==> src/hw/rtl/df17fb_pkg.sv <==
// Shared types, constants and helper functions for the DF17 position frame builder.
package df17fb_pkg;

  // Frame geometry.
  localparam int unsigned DataBits    = 88;
  localparam int unsigned CrcBits     = 24;
  localparam int unsigned FrameBits   = DataBits + CrcBits;
  localparam int unsigned FrameBytes  = 30;
  localparam int unsigned ByteIdxW    = $clog2(FrameBytes);

  // Parity is computed one byte of data per cycle.
  localparam int unsigned CrcChunk    = 8;
  localparam int unsigned CrcSteps    = DataBits / CrcChunk;
  localparam int unsigned ChunkIdxW   = $clog2(CrcSteps);

  // Default depth of the frame queue between front and back.
  localparam int unsigned QueueDepthDefault = 2;

  // Mode S parity generator (x^24 term implied).
  localparam logic [CrcBits-1:0] CrcPoly = 24'hFFF409;

  // Altitude coding: code = (alt + 1000) / 25, division by reciprocal multiply.
  // 83887 = ceil(2^21 / 25) is exact for all sums up to 51000.
  localparam logic [15:0] AltMax    = 16'd50000;
  localparam logic [15:0] AltOffset = 16'd1000;
  localparam logic [16:0] AltRecip  = 17'd83887;
  localparam int unsigned AltShift  = 21;
  localparam int unsigned AltCodeW  = 11;

  // Fixed frame fields.
  localparam logic [7:0]  Df17Byte  = 8'h8D;
  localparam logic [19:0] MeHeader  = 20'h58000;
  localparam logic [7:0]  Preamble0 = 8'hA1;
  localparam logic [7:0]  Preamble1 = 8'h40;

  typedef logic [FrameBits-1:0] frame_t;

  // Advance the parity register over one byte of data, MSB first.
  function automatic logic [CrcBits-1:0] crc_chunk(input logic [CrcBits-1:0] crc,
                                                   input logic [CrcChunk-1:0] bits);
    logic [CrcBits-1:0] c;
    logic               fb;
    c = crc;
    for (int i = CrcChunk - 1; i >= 0; i--) begin
      fb = c[CrcBits-1] ^ bits[i];
      c  = {c[CrcBits-2:0], 1'b0};
      if (fb) begin
        c = c ^ CrcPoly;
      end
    end
    return c;
  endfunction

  // Manchester code of one nibble, MSB first: a one becomes 10, a zero becomes 01.
  function automatic logic [7:0] manchester(input logic [3:0] nib);
    logic [7:0] m;
    m = '0;
    for (int b = 0; b < 4; b++) begin
      m[2*b+1] = nib[b];
      m[2*b]   = ~nib[b];
    end
    return m;
  endfunction

endpackage

==> src/hw/rtl/df17_position_frame_builder.sv <==
// A report passes the front end, the frame queue and the byte sender's output register before its first beat.
// Each report yields 30 beats, sent at one beat a cycle while the receiver is ready; the byte sender,
// not the parity unit, sets the sustained report rate.
// Reports queue ahead of the sender, so the front end takes the next one while a frame drains.
// Reset (asynchronous, active low) empties the queue and idles both ends; no clearing pass.
module df17_position_frame_builder import df17fb_pkg::*; #(
  parameter int unsigned QueueDepth = QueueDepthDefault
) (
  input  logic        clk_i,
  input  logic        rst_ni,
  input  logic        in_valid_i,
  output logic        in_ready_o,
  input  logic [23:0] icao_address_i,
  input  logic [15:0] altitude_ft_i,
  input  logic [16:0] cpr_lat_i,
  input  logic [16:0] cpr_lon_i,
  input  logic        odd_frame_i,
  output logic        out_valid_o,
  input  logic        out_ready_i,
  output logic [7:0]  out_byte_o,
  output logic        last_byte_o
);

  logic   fr_valid, fr_ready;
  frame_t fr_data;
  logic   q_valid, q_ready;
  frame_t q_data;

  // Report intake, altitude coding and parity.
  df17fb_front u_front (
    .clk_i          (clk_i),
    .rst_ni         (rst_ni),
    .in_valid_i     (in_valid_i),
    .in_ready_o     (in_ready_o),
    .icao_address_i (icao_address_i),
    .altitude_ft_i  (altitude_ft_i),
    .cpr_lat_i      (cpr_lat_i),
    .cpr_lon_i      (cpr_lon_i),
    .odd_frame_i    (odd_frame_i),
    .frame_valid_o  (fr_valid),
    .frame_ready_i  (fr_ready),
    .frame_o        (fr_data)
  );

  // Frame queue.
  df17fb_fifo #(
    .Depth (QueueDepth)
  ) u_fifo (
    .clk_i      (clk_i),
    .rst_ni     (rst_ni),
    .wr_valid_i (fr_valid),
    .wr_ready_o (fr_ready),
    .wr_data_i  (fr_data),
    .rd_valid_o (q_valid),
    .rd_ready_i (q_ready),
    .rd_data_o  (q_data)
  );

  // Byte sender.
  df17fb_back u_back (
    .clk_i         (clk_i),
    .rst_ni        (rst_ni),
    .frame_valid_i (q_valid),
    .frame_ready_o (q_ready),
    .frame_i       (q_data),
    .out_valid_o   (out_valid_o),
    .out_ready_i   (out_ready_i),
    .out_byte_o    (out_byte_o),
    .last_byte_o   (last_byte_o)
  );

endmodule

==> src/hw/rtl/df17fb_front.sv <==
// Front end: accepts a position report, codes the altitude and computes the frame parity.
module df17fb_front import df17fb_pkg::*; (
  input  logic        clk_i,
  input  logic        rst_ni,
  input  logic        in_valid_i,
  output logic        in_ready_o,
  input  logic [23:0] icao_address_i,
  input  logic [15:0] altitude_ft_i,
  input  logic [16:0] cpr_lat_i,
  input  logic [16:0] cpr_lon_i,
  input  logic        odd_frame_i,
  output logic        frame_valid_o,
  input  logic        frame_ready_i,
  output frame_t      frame_o
);

  typedef enum logic [2:0] {
    FeIdle,
    FeMul,
    FeBuild,
    FeCrc,
    FePush
  } fe_state_e;

  fe_state_e               state_q, state_d;
  logic [23:0]             icao_q;
  logic [16:0]             lat_q;
  logic [16:0]             lon_q;
  logic                    odd_q;
  logic [15:0]             alt_sum_q, alt_sum_d;
  logic [31:0]             prod_q;
  logic [DataBits-1:0]     data_q, shift_q;
  logic [CrcBits-1:0]      crc_q;
  logic [ChunkIdxW-1:0]    chunk_q;
  logic [AltCodeW-1:0]     alt_code;
  logic [19:0]             me_word;
  logic [DataBits-1:0]     data_build;
  logic                    in_accept;
  logic                    push;

  // A new report is taken when idle or in the same cycle the finished frame is queued.
  assign push       = (state_q == FePush) && frame_ready_i;
  assign in_ready_o = (state_q == FeIdle) || push;
  assign in_accept  = in_valid_i && in_ready_o;

  // Saturate the altitude and add the code offset.
  assign alt_sum_d = ((altitude_ft_i > AltMax) ? AltMax : altitude_ft_i) + AltOffset;

  // Assemble the 88 data bits from the registered product.
  assign alt_code   = prod_q[AltShift +: AltCodeW];
  assign me_word    = MeHeader | {8'b0, alt_code[10:4], 1'b1, alt_code[3:0]};
  assign data_build = {Df17Byte, icao_q, me_word, 1'b0, odd_q, lat_q, lon_q};

  // Sequencer: multiply, build, eight parity bits per cycle, then hand off.
  always_ff @(posedge clk_i or negedge rst_ni) begin
    if (!rst_ni) begin
      state_q <= FeIdle;
      chunk_q <= '0;
    end else begin
      state_q <= state_d;
      if (state_q == FeCrc) begin
        chunk_q <= chunk_q + 1'b1;
      end else begin
        chunk_q <= '0;
      end
    end
  end

  always_comb begin
    state_d = state_q;
    unique case (state_q)
      FeIdle:  if (in_accept) state_d = FeMul;
      FeMul:   state_d = FeBuild;
      FeBuild: state_d = FeCrc;
      FeCrc:   if (chunk_q == ChunkIdxW'(CrcSteps - 1)) state_d = FePush;
      FePush: begin
        if (push) begin
          state_d = in_accept ? FeMul : FeIdle;
        end
      end
      default: state_d = FeIdle;
    endcase
  end

  // Datapath registers.
  always_ff @(posedge clk_i) begin
    if (in_accept) begin
      icao_q    <= icao_address_i;
      lat_q     <= cpr_lat_i;
      lon_q     <= cpr_lon_i;
      odd_q     <= odd_frame_i;
      alt_sum_q <= alt_sum_d;
    end
    if (state_q == FeMul) begin
      prod_q <= 32'(alt_sum_q) * 32'(AltRecip);
    end
    if (state_q == FeBuild) begin
      data_q  <= data_build;
      shift_q <= data_build;
      crc_q   <= '0;
    end
    if (state_q == FeCrc) begin
      crc_q   <= crc_chunk(crc_q, shift_q[DataBits-1 -: CrcChunk]);
      shift_q <= {shift_q[DataBits-CrcChunk-1:0], {CrcChunk{1'b0}}};
    end
  end

  assign frame_valid_o = (state_q == FePush);
  assign frame_o       = {data_q, crc_q};

endmodule

==> src/hw/rtl/df17fb_fifo.sv <==
// Short frame queue between the front end and the byte sender.
module df17fb_fifo import df17fb_pkg::*; #(
  parameter int unsigned Depth = QueueDepthDefault
) (
  input  logic   clk_i,
  input  logic   rst_ni,
  input  logic   wr_valid_i,
  output logic   wr_ready_o,
  input  frame_t wr_data_i,
  output logic   rd_valid_o,
  input  logic   rd_ready_i,
  output frame_t rd_data_o
);

  localparam int unsigned PtrW = $clog2(Depth);
  localparam int unsigned CntW = $clog2(Depth + 1);

  frame_t            entries_q [Depth];
  logic [PtrW-1:0]   wr_ptr_q, rd_ptr_q;
  logic [CntW-1:0]   count_q;
  logic              wr_en, rd_en;

  assign wr_ready_o = (count_q != CntW'(Depth));
  assign rd_valid_o = (count_q != '0);
  assign wr_en      = wr_valid_i && wr_ready_o;
  assign rd_en      = rd_valid_o && rd_ready_i;
  assign rd_data_o  = entries_q[rd_ptr_q];

  // Pointers and fill count.
  always_ff @(posedge clk_i or negedge rst_ni) begin
    if (!rst_ni) begin
      wr_ptr_q <= '0;
      rd_ptr_q <= '0;
      count_q  <= '0;
    end else begin
      if (wr_en) begin
        wr_ptr_q <= (wr_ptr_q == PtrW'(Depth - 1)) ? '0 : wr_ptr_q + 1'b1;
      end
      if (rd_en) begin
        rd_ptr_q <= (rd_ptr_q == PtrW'(Depth - 1)) ? '0 : rd_ptr_q + 1'b1;
      end
      if (wr_en && !rd_en) begin
        count_q <= count_q + 1'b1;
      end else if (rd_en && !wr_en) begin
        count_q <= count_q - 1'b1;
      end
    end
  end

  // Storage.
  always_ff @(posedge clk_i) begin
    if (wr_en) begin
      entries_q[wr_ptr_q] <= wr_data_i;
    end
  end

endmodule

==> src/hw/rtl/df17fb_back.sv <==
// Back end: sends the preamble and Manchester-coded nibbles, one beat a cycle unless stalled.
module df17fb_back import df17fb_pkg::*; (
  input  logic       clk_i,
  input  logic       rst_ni,
  input  logic       frame_valid_i,
  output logic       frame_ready_o,
  input  frame_t     frame_i,
  output logic       out_valid_o,
  input  logic       out_ready_i,
  output logic [7:0] out_byte_o,
  output logic       last_byte_o
);

  localparam logic [ByteIdxW-1:0] LastIdx = ByteIdxW'(FrameBytes - 1);

  logic                active_q, active_d;
  logic [ByteIdxW-1:0] idx_q, idx_d;
  frame_t              frame_q, frame_d;
  logic                out_valid_q, out_valid_d;
  logic [7:0]          out_byte_q, out_byte_d;
  logic                out_last_q, out_last_d;
  logic                advance;
  logic                emit;
  logic                fetch;
  logic [7:0]          cur_byte;

  // The output register can take a new beat when empty or being drained.
  assign advance       = !out_valid_q || out_ready_i;
  assign emit          = active_q && advance;
  assign fetch         = frame_valid_i && (!active_q || (emit && (idx_q == LastIdx)));
  assign frame_ready_o = fetch;

  // Byte for the current position: two preamble bytes, then nibbles MSB first.
  always_comb begin
    if (idx_q == '0) begin
      cur_byte = Preamble0;
    end else if (idx_q == ByteIdxW'(1)) begin
      cur_byte = Preamble1;
    end else begin
      cur_byte = manchester(frame_q[FrameBits-1 -: 4]);
    end
  end

  // Next-state logic for the sender and the output register.
  always_comb begin
    active_d    = active_q;
    idx_d       = idx_q;
    frame_d     = frame_q;
    out_valid_d = out_valid_q;
    out_byte_d  = out_byte_q;
    out_last_d  = out_last_q;

    if (emit) begin
      out_valid_d = 1'b1;
      out_byte_d  = cur_byte;
      out_last_d  = (idx_q == LastIdx);
      idx_d       = idx_q + 1'b1;
      if (idx_q >= ByteIdxW'(2)) begin
        frame_d = {frame_q[FrameBits-5:0], 4'b0};
      end
      if (idx_q == LastIdx) begin
        active_d = 1'b0;
      end
    end else if (out_ready_i) begin
      out_valid_d = 1'b0;
    end

    if (fetch) begin
      active_d = 1'b1;
      idx_d    = '0;
      frame_d  = frame_i;
    end
  end

  always_ff @(posedge clk_i or negedge rst_ni) begin
    if (!rst_ni) begin
      active_q    <= 1'b0;
      idx_q       <= '0;
      out_valid_q <= 1'b0;
    end else begin
      active_q    <= active_d;
      idx_q       <= idx_d;
      out_valid_q <= out_valid_d;
    end
  end

  always_ff @(posedge clk_i) begin
    frame_q    <= frame_d;
    out_byte_q <= out_byte_d;
    out_last_q <= out_last_d;
  end

  assign out_valid_o = out_valid_q;
  assign out_byte_o  = out_byte_q;
  assign last_byte_o = out_last_q;

endmodule

==> config.mk <==
export PLATFORM = sky130hd
export DESIGN_NAME = df17_position_frame_builder
export DESIGN_NICKNAME = d
export VERILOG_FILES = /design/src/hw/rtl/df17fb_pkg.sv /design/src/hw/rtl/df17_position_frame_builder.sv /design/src/hw/rtl/df17fb_front.sv /design/src/hw/rtl/df17fb_fifo.sv /design/src/hw/rtl/df17fb_back.sv
export SDC_FILE = /design/constraint.sdc
export NUM_CORES = 1
export LEC_CHECK = 0
export BUFFER_PORTS_ARGS = -buffer_cell sky130_fd_sc_hd__buf_2
export CAP_MARGIN = 20
export CORE_MARGIN = 8
export CORE_UTILIZATION = 40
export DETAILED_ROUTE_END_ITERATION = 6
export PLACE_DENSITY = 0.67
export SETUP_SLACK_MARGIN = 0.3
export SLEW_MARGIN = 25
export SYNTH_ARGS = -nofsm -noshare
export SYNTH_HDL_FRONTEND = slang
export SYNTH_SLANG_ARGS = --single-unit
==> constraint.sdc <==
create_clock -name clk_i -period 17 [get_ports clk_i]
set_input_delay 0.85 -clock clk_i [delete_from_list [all_inputs] [get_ports clk_i]]
set_output_delay 0.85 -clock clk_i [all_outputs]
set_load 0.05 [all_outputs]
* Word level (Yosys, flattened, before mapping) *
Memories as Yosys holds them, arrays and structs flattened.
Index checks and enable logic that the tools add are counted.

word-level totals
  latch bits = 0
  input port bits = 79
  logic and storage cells = 135
  register bits = 428
  memories = 1
  output and inout port bits = 11
  memory bits (read-only) = 0
  RAM bits = 188

memory list
  name              words  bits a word  read ports  clocked after Yosys merged registers in  wr ports  RTL line           text
  u_fifo.entries_q  2      94           1           0                                        1         df17fb_fifo.sv:18  frame_t entries_q [Depth];

cells by class
  reductions and logical operators = 28
  multipliers = 1
  shifts and indexed selects = 0
  mux-type cells = 43
  add/subtract/negate cells = 7
  bitwise gates (word level) = 20
  divide/modulo/power cells = 0
  $lt $le $gt $ge = 2
  equal/unequal tests = 11

operators with widths
  operator                  count
  $mux W24                  17
  $mux W112                 3
  $mux W88                  2
  $not A15 Y15              8
  $mul A16 B17 Y32 const B  1
  $add A16 B10 Y16 const B  1
  $gt A16 B16 Y1 const B    1
  $mux W16                  1
  $pmux W3 S5               1
  $reduce_bool A2 Y1        7
  $mux W1                   10
  $mux W5                   2
  $mux W3                   3
  $logic_and A1 B1 Y1       8
  $mux W8                   1
  $xor A1 B1 Y1             8
  $eq A3 B2 Y1 const B      2
  $ne A2 B2 Y1 const B      3
  $add A5 B1 Y5 const B     1
  $eq A5 B1 Y1 const B      1
  $eq A5 B5 Y1 const B      1
  $ge A5 B2 Y1 const B      1
  $logic_not A5 Y1          1
  $add A4 B1 Y4 const B     1
  16 further kinds          27

* Logic depth before layout (Yosys ltp) *
Gate-level depths: netlist of run 1.

  depth after elaboration = 24
  mapped depth = 20
  mapped depth without buffers = 20

* Modules after synthesis *
A second synthesis of run 1 with hierarchy kept.

unflattened totals
  cell total of the unflattened synthesis = 1840
  area, all modules = 29847.4 um^2

by module, submodules not included
  module        area each (um^2)  cells an instance  instances  sequential area each (um^2)
  df17fb_front  15543.7           1161               1          8142.8
  df17fb_fifo   8569.5            367                1          6826.5
  df17fb_back   5734.2            312                1          3808.7

* Least setup slack after synthesis of run 1 *
No wires, ideal clock.

  kind = reg2reg
  from = register u_front.state_q[0]
  to = memory u_fifo.entries_q[0][0] in the netlist's numbering, enable pin
  path buffers = 1
  arrival = 7.118 ns
  data required time = 16.338 ns
  stages on the path, launching flop included = 5
  path slack = 9.220 ns
  library setup time = 0.662 ns
  period minus slack after synthesis = 7.780 ns
  cell sequence = dfrtp_1 > clkbuf_1 > nor2_1 > nand2_1 > nor3_1

between the ends
  longest elaborated chain between the ends = 4

ends and longest elaborated chain
  what                           RTL line             text
  start: declaration             df17fb_front.sv:25   fe_state_e state_q, state_d;
  start signal: assignment       df17fb_front.sv:57   state_q <= FeIdle;
  start signal: assignment       df17fb_front.sv:60   state_q <= state_d;
  $eq A3 B3 Y1                   df17fb_front.sv:108  assign frame_valid_o = (state_q == FePush);
  $logic_and A1 B1 Y1            df17fb_fifo.sv:25    assign wr_en = wr_valid_i && wr_ready_o;
  $mux W1                        df17fb_fifo.sv:52    if (wr_en) begin
  $mux W1 (implied by the code)  df17fb_fifo.sv:53    entries_q[wr_ptr_q] <= wr_data_i;
  end: declaration               df17fb_fifo.sv:18

No other way between the ends.

* Final worst setup path of run 1 *
  from = register u_front.alt_sum_q[5]
  to = register u_front.prod_q[28] (data pin)

between the ends
  longest elaborated chain between the ends = 1

ends and longest elaborated chain
  what                      RTL line            text
  start: declaration        df17fb_front.sv:30  logic [15:0] alt_sum_q, alt_sum_d;
  start signal: assignment  df17fb_front.sv:92  alt_sum_q <= alt_sum_d;
  $mul A16 B17 Y32          df17fb_front.sv:95  prod_q <= 32'(alt_sum_q) * 32'(AltRecip);
  end signal: assignment    df17fb_front.sv:95
  end: declaration          df17fb_front.sv:31  logic [31:0] prod_q;

No other way between the ends.
A chain may end at the register's enable or synchronous reset.

==> impl_metrics.env, run 1 <==
export IMPL_status="completed"
export IMPL_gp_congestion=0.8494
export IMPL_r2r_setup_slack_ns=11.04
export IMPL_p_int_mw=3.578
export IMPL_antenna_found_initial=2
export IMPL_multi_input_area_mm2=0.008476
export IMPL_pre_cts_ws_ns=11.01
export IMPL_cp_end_kind="flop"
export IMPL_ys_warn_count=0
export IMPL_firstDrtPassIters=5
export IMPL_synth_area_leaders="edfxtp_1, fa_1, ha_1"
export IMPL_power_density_mw_per_mm2=168.7
export IMPL_drive_gt1_share_pct=11.17
export IMPL_final_setup_viol_count=0
export IMPL_dp_cells=2745
export IMPL_synth_async_sr_flop_share_pct=3.025
export IMPL_fin_area_mm2=0.03071
export IMPL_drc=0
export IMPL_finalWorstSetupSlack_ns=11.04
export IMPL_regArea_mm2=0.01770
export IMPL_worstMarginPinSlew_ns=1.045
export IMPL_cts_resized=0
export IMPL_nNetsFinal=2250
export IMPL_crit_required_ns=17.33
export IMPL_placementRows=95
export IMPL_synth_edff_count=569
export IMPL_cts_buffer_depth=3
export IMPL_fin_cells=2861
export IMPL_grt_pass1_vias=15010
export IMPL_dpl_instance_area_mm2=0.02854
export IMPL_rsz0062_at_grt="no"
export IMPL_grt_use_total_pct=13.38
export IMPL_clkTransAtPathRegs_ns=0.06
export IMPL_overflow=0
export IMPL_n_fill_cell=5787
export IMPL_crit_type="reg -> reg"
export IMPL_p_clk_share_pct=26.8
export IMPL_dieArea_mm2=0.07633
export IMPL_syn_to_final_growth_pct=13.33
export IMPL_num_antenna_cells=0
export IMPL_drv_cap=0
export IMPL_ys_seq_area_share_pct=65.31
export IMPL_cp_start_kind="flop"
export IMPL_p_seq_share_pct=45.5
export IMPL_wirelength_mm=51.20
export IMPL_switching_share_pct=30.91
export IMPL_drt_wirelength_per_cell_um=17.90
export IMPL_synth_fp_nets=2145
export IMPL_switchingPower_mw=1.601
export IMPL_htree_levels=2
export IMPL_timing_fmax_ghz=0.1678
export IMPL_clock_sinks=595
export IMPL_io_pins=90
export IMPL_hold_path_class="in -> async"
export IMPL_ant_nets=0
export IMPL_path_max_fanout=7
export IMPL_fin_crit_sh_pct=35.06
export IMPL_root_buffer="clkbuf_16"
export IMPL_cts_hold_repair_buffers=0
export IMPL_cts_tree="built"
export IMPL_clock_skew_ns=0.04588
export IMPL_yosysUniqueCellTypes=50
export IMPL_fin_util_pct=45.72
export IMPL_layout_min_cycle_time_ns=5.961
export IMPL_clock_latency_ns=0.63
export IMPL_slew_viol_final=0
export IMPL_comb_power_share_pct=27.7
export IMPL_final_common_cell="edfxtp_1"
export IMPL_timing_setup_tns_ns=0
export IMPL_cp_arrival_ns=6.29
export IMPL_dr_total_vias=13860
export IMPL_die_h_um=276.3
export IMPL_drt_initial_drc_count=767
export IMPL_synth_area_leader_cell="edfxtp_1"
export IMPL_die_w_um=276.3
export IMPL_hold_viol=0
export IMPL_core_mm2=0.06716
export IMPL_grt_max_degree=112
export IMPL_avgViaCountPerCell=4.845
export IMPL_placement_io_buffers=89
export IMPL_p_leak_nw=12.94
export IMPL_post_cts_buffers=0
export IMPL_cts_made_buffers=61
export IMPL_start_util_pct=40.35
export IMPL_vdd_drop_max_v=0.0001537
export IMPL_synth_seq_cells=595
export IMPL_slew_headroom_pct=30.31
export IMPL_yosys_area_top_type_share_pct=63.06
export IMPL_grt_pass1_wl_mm=82.19
export IMPL_synthCells=1831
export IMPL_final_cell_mix="edfxtp_1, inv_1, mux2i_1, ha_1, nand2_1"
export IMPL_synth_avg_cell_area_um2=14.80
export IMPL_synth_area_mm2=0.02710
export IMPL_synth_main_ff_cell="edfxtp_1"
export IMPL_hpwl_mm=34.31
-- path summary, 6_finish.rpt --
kind / startpoint / to / cells past startpoint
worst min-delay path: rst_ni / u_back.idx_q[4] / 1
min in group clk_i: cpr_lon_i[10] / u_front.lon_q[10] / 1
worst max register to register: u_front.alt_sum_q[5] / u_front.prod_q[28] / 18
worst max-delay path: u_front.alt_sum_q[5] / u_front.prod_q[28] / 18
max in group asynchronous: rst_ni / u_fifo.rd_ptr_q / 1
worst min register to register: u_front.data_q[65] / u_fifo.entries_q[1][79] / 0
-- cells in the mapped netlist, drive strengths merged, types with 4 or more instances --
library cell and number:
o21ai 100, dfrtp 18, edfxtp 569, a31oi 5
a21o 8, and3 12, xnor2 50, xor2 28
nand4 6, ha 139, fa 96, buf 14
nand2 134, and2 20, nand3b 8, nand2b 14
dfxtp 8, o211ai 4, nor3 8, nor2 123
nand3 9, mux2i 157, inv 197, nor2b 9
a21oi 26, clkbuf 44
-- final cells by class --
cell class	instances	area share (%)
Inverter	197	2.433
Sequential cell	595	57.66
Multi-Input combinational cell	981	27.60
Clock inverter	33	1.377
Tap cell	873	3.557
Clock buffer	82	5.590
Timing Repair Buffer	100	1.785
-- kinds of logic (layout without fill, tap and decap cells) --
group,Yosys count,after routing,share of synthesized area [%]
buf+inv,255,412,3.579
compound gates,163,163,3.449
xor+xnor,78,78,2.715
fa+ha+maj,235,235,13.51
flops,595,595,65.31
mux,157,157,5.800
simple gates,348,348,5.634
-- registers in the layout, indices dropped and copies added (netlist names), 16 cells and up --
name	cells
u_back.frame_q	112
u_fifo.entries_q	188
u_front.alt_sum_q	16
u_front.crc_q	24
u_front.data_q	70
u_front.icao_q	24
u_front.lat_q	17
u_front.lon_q	17
u_front.shift_q	88
-- critical path: stages, from the launching register on --
cell and delay, ns:
edfxtp_1 0.53, fa_1 0.64, inv_1 0.11, fa_1 0.54, inv_1 0.05, fa_1 0.51, fa_1 0.44, fa_1 0.54
inv_1 0.05, fa_1 0.52, inv_1 0.04, ha_1 0.32, nand4_1 0.13, a211oi_1 0.19, o311ai_1 0.14, a31oi_2 0.39
a21oi_1 0.18, a41oi_1 0.26, xor2_1 0.10
-- power by group through the flow --
stage	clock network (mW)	registers [mW]	logic [mW]
floorplan	0	2.35	1.11
detailed placement	0	2.39	1.45
global placement	0	2.38	1.42
CTS	1.42	2.37	1.46
finish	1.39	2.36	1.43
global route	1.48	2.40	1.62
-- stage by stage --
stage / power, mW / hold slack, ns
2_1_floorplan: 3.465 / 0.4153
3_3_place_gp: 3.798 / 0.4232
3_5_place_dp: 3.842 / 0.4290
4_1_cts: 5.244 / 0.1231
5_1_grt: 5.495 / 0.1676
6_report: 5.179 / 0.1498
-- metal layers --
| metal | up-vias | wire length [um] | track usage [%] |
|---|---|---|---|
| met1 | 6886 | 22050 | 16.86 |
| met2 | 241 | 26230 | 23.87 |
| met4 | 0 | 1099 | 3.823 |
| met5 | - | 0 | 0 |
| met3 | 79 | 1821 | 1.912 |
| li1 | 6656 | - | - |
Note: power is estimated with default switching activity, not from simulation.
==> run 2, diff against run 1 <==
==> constraint.sdc (replaced) <==
create_clock -name clk_i -period 6.2 [get_ports clk_i]
set_input_delay 0.31 -clock clk_i [delete_from_list [all_inputs] [get_ports clk_i]]
set_output_delay 0.31 -clock clk_i [all_outputs]
set_load 0.05 [all_outputs]
==> run 2 against run 1 <==
  * Cell count grew 2.9%
  * Combinational power increased to 2.8 times the previous value
  * Clock power rose to 2.6 times the previous value
  * Sequential share of layout area down 1.3 points
  * Utilization increased by 1.0 points
  * Clock-buffer cell count down 12
  * Wire length increased by 1.8%
  * Cell area increased by 2.2%
  * Critical path type unchanged
==> impl_metrics.env, run 2 (synthesis gave the netlist of run 1 again) <==
export IMPL_placement_io_buffers=89
export IMPL_fin_crit_sh_pct=92.16
export IMPL_comb_power_share_pct=28.4
export IMPL_ant_nets=0
export IMPL_status="completed"
export IMPL_antenna_found_initial=2
export IMPL_switchingPower_mw=4.439
export IMPL_reg_largest_list="u_fifo.entries_q (188), u_back.frame_q (112), u_front.shift_q (88)"
export IMPL_power_density_mw_per_mm2=448.4
export IMPL_die_w_um=276.3
export IMPL_worstMarginPinSlew_ns=0.9470
export IMPL_clock_latency_ns=0.62
export IMPL_cp_arrival_ns=6.05
export IMPL_vdd_drop_max_v=0.0003219
export IMPL_regArea_mm2=0.01770
export IMPL_drv_cap=0
export IMPL_cts_tree="built"
export IMPL_firstDrtPassIters=5
export IMPL_p_clk_share_pct=25.3
export IMPL_gp_congestion=0.8524
export IMPL_wirelength_mm=52.14
export IMPL_nNetsFinal=2337
export IMPL_drive_gt1_share_pct=11.89
export IMPL_placementRows=95
export IMPL_crit_required_ns=6.54
export IMPL_start_util_pct=40.35
export IMPL_drc=0
export IMPL_clkTransAtPathRegs_ns=0.07
export IMPL_io_pins=90
export IMPL_overflow=0
export IMPL_drt_wirelength_per_cell_um=17.71
export IMPL_switching_share_pct=31.53
export IMPL_slew_headroom_pct=36.86
export IMPL_rsz0062_at_grt="no"
export IMPL_grt_pass1_wl_mm=82.43
export IMPL_path_max_fanout=5
export IMPL_final_cell_mix="edfxtp_1, inv_1, mux2i_1, ha_1, nand2_1"
export IMPL_clock_sinks=595
export IMPL_grt_max_degree=95
export IMPL_whs_ns=0.02833
export IMPL_dieArea_mm2=0.07633
export IMPL_timing_setup_tns_ns=0
export IMPL_hpwl_mm=34.47
export IMPL_layout_min_cycle_time_ns=5.714
export IMPL_hold_path_class="in -> reg"
export IMPL_root_buffer="clkbuf_16"
export IMPL_hold_viol=0
export IMPL_cts_buffer_depth=3
export IMPL_syn_to_final_growth_pct=15.85
export IMPL_p_int_mw=9.638
export IMPL_p_leak_nw=13.23
export IMPL_dr_total_vias=14180
export IMPL_timing_fmax_ghz=0.1750
export IMPL_cp_end_kind="flop"
export IMPL_cp_start_kind="flop"
export IMPL_grt_use_total_pct=13.40
export IMPL_grt_pass1_vias=15200
export IMPL_crit_type="reg -> reg"
export IMPL_final_setup_viol_count=0
export IMPL_clock_skew_ns=0.03560
export IMPL_die_h_um=276.3
export IMPL_final_common_cell="edfxtp_1"
export IMPL_avgViaCountPerCell=4.815
export IMPL_drt_initial_drc_count=775
export IMPL_fin_cells=2944
export IMPL_largest_reg_flops=188
export IMPL_dp_cells=2752
export IMPL_n_fill_cell=5745
export IMPL_p_seq_share_pct=46.3
export IMPL_slew_viol_final=0
export IMPL_top_register="u_fifo.entries_q"
export IMPL_cts_made_buffers=58
export IMPL_core_mm2=0.06716
export IMPL_multi_input_area_mm2=0.008517
export IMPL_htree_levels=2
-- run 2: worst paths after layout --
path                                            start                      end  slack [ns]  depth (start not counted)
worst min-delay path                 altitude_ft_i[3]     u_front.alt_sum_q[3]        0.03                          2
min in group asynchronous                      rst_ni          u_back.idx_q[3]        0.16                          2
max in group asynchronous                      rst_ni       u_front.state_q[0]        5.70                          2
worst min register to register     u_front.data_q[39]  u_fifo.entries_q[0][62]        0.43                          0
worst max register to register  u_front.alt_sum_q[10]       u_front.prod_q[31]        0.49                         16
worst max-delay path            u_front.alt_sum_q[10]       u_front.prod_q[31]        0.49                         16
-- run 2: power groups by stage --
stage	logic [mW]	clock network [mW]	registers, mW
2_1_floorplan	3.05	0	6.45
3_3_place_gp	3.88	0	6.56
3_5_place_dp	3.96	0	6.60
4_1_cts	4.03	3.64	6.53
5_1_grt	4.48	3.80	6.61
6_report	4.00	3.57	6.51
-- run 2: layer usage --
layer / wire (um) / global-route usage, %
met2: 26910 / 23.97
met4: 994 / 3.769
met1: 22410 / 16.61
met5: 0 / 0
met3: 1820 / 2.257
-- run 2: worst max-delay path, stage by stage (launching register included) --
cell and delay, ns:
edfxtp_1 0.51, fa_2 0.58, fa_1 0.54, inv_1 0.06, fa_1 0.49, inv_1 0.05, fa_1 0.46, fa_1 0.55
fa_1 0.43, ha_1 0.30, a21o_1 0.16, a21o_1 0.19, a211oi_1 0.25, a31oi_2 0.22, a311o_1 0.41, a31oi_1 0.17
xnor2_1 0.09
-- run 2: stage by stage --
stage / setup WS (ns) / total power, mW / util (%) / cell area, um2
final: 0.4862 / 14.08 / 46.74 / 31390
after global routing: 0.2904 / 14.89 / 46.74 / 31390
after CTS: 0.3032 / 14.20 / 46.45 / 31190
after detailed placement: 0.1669 / 10.56 / 42.60 / 28610
after global placement: 0.2685 / 10.44 / 42.56 / 28580
after floorplan: 0.5453 / 9.503 / - / 27100
-- run 2: final cells by class --
cell class / instances / share of cell area [%]
Antenna cell: 2 / 0.01594
Clock buffer: 70 / 4.899
Clock inverter: 36 / 1.287
Inverter: 197 / 2.372
Multi-Input combinational cell: 981 / 27.13
Sequential cell: 595 / 56.40
Tap cell: 873 / 3.480
Timing Repair Buffer: 190 / 4.416
-- run 2: timing repair --
item / 4_1_cts / 5_1_grt
endpoints found under the setup margin: 6 / 6
endpoints found under the hold margin: 79 / 0
gates resized for setup: 0 / 11
pin swaps: 1 / 11
setup buffers: 3 / 19
hold buffers: 62 / 0
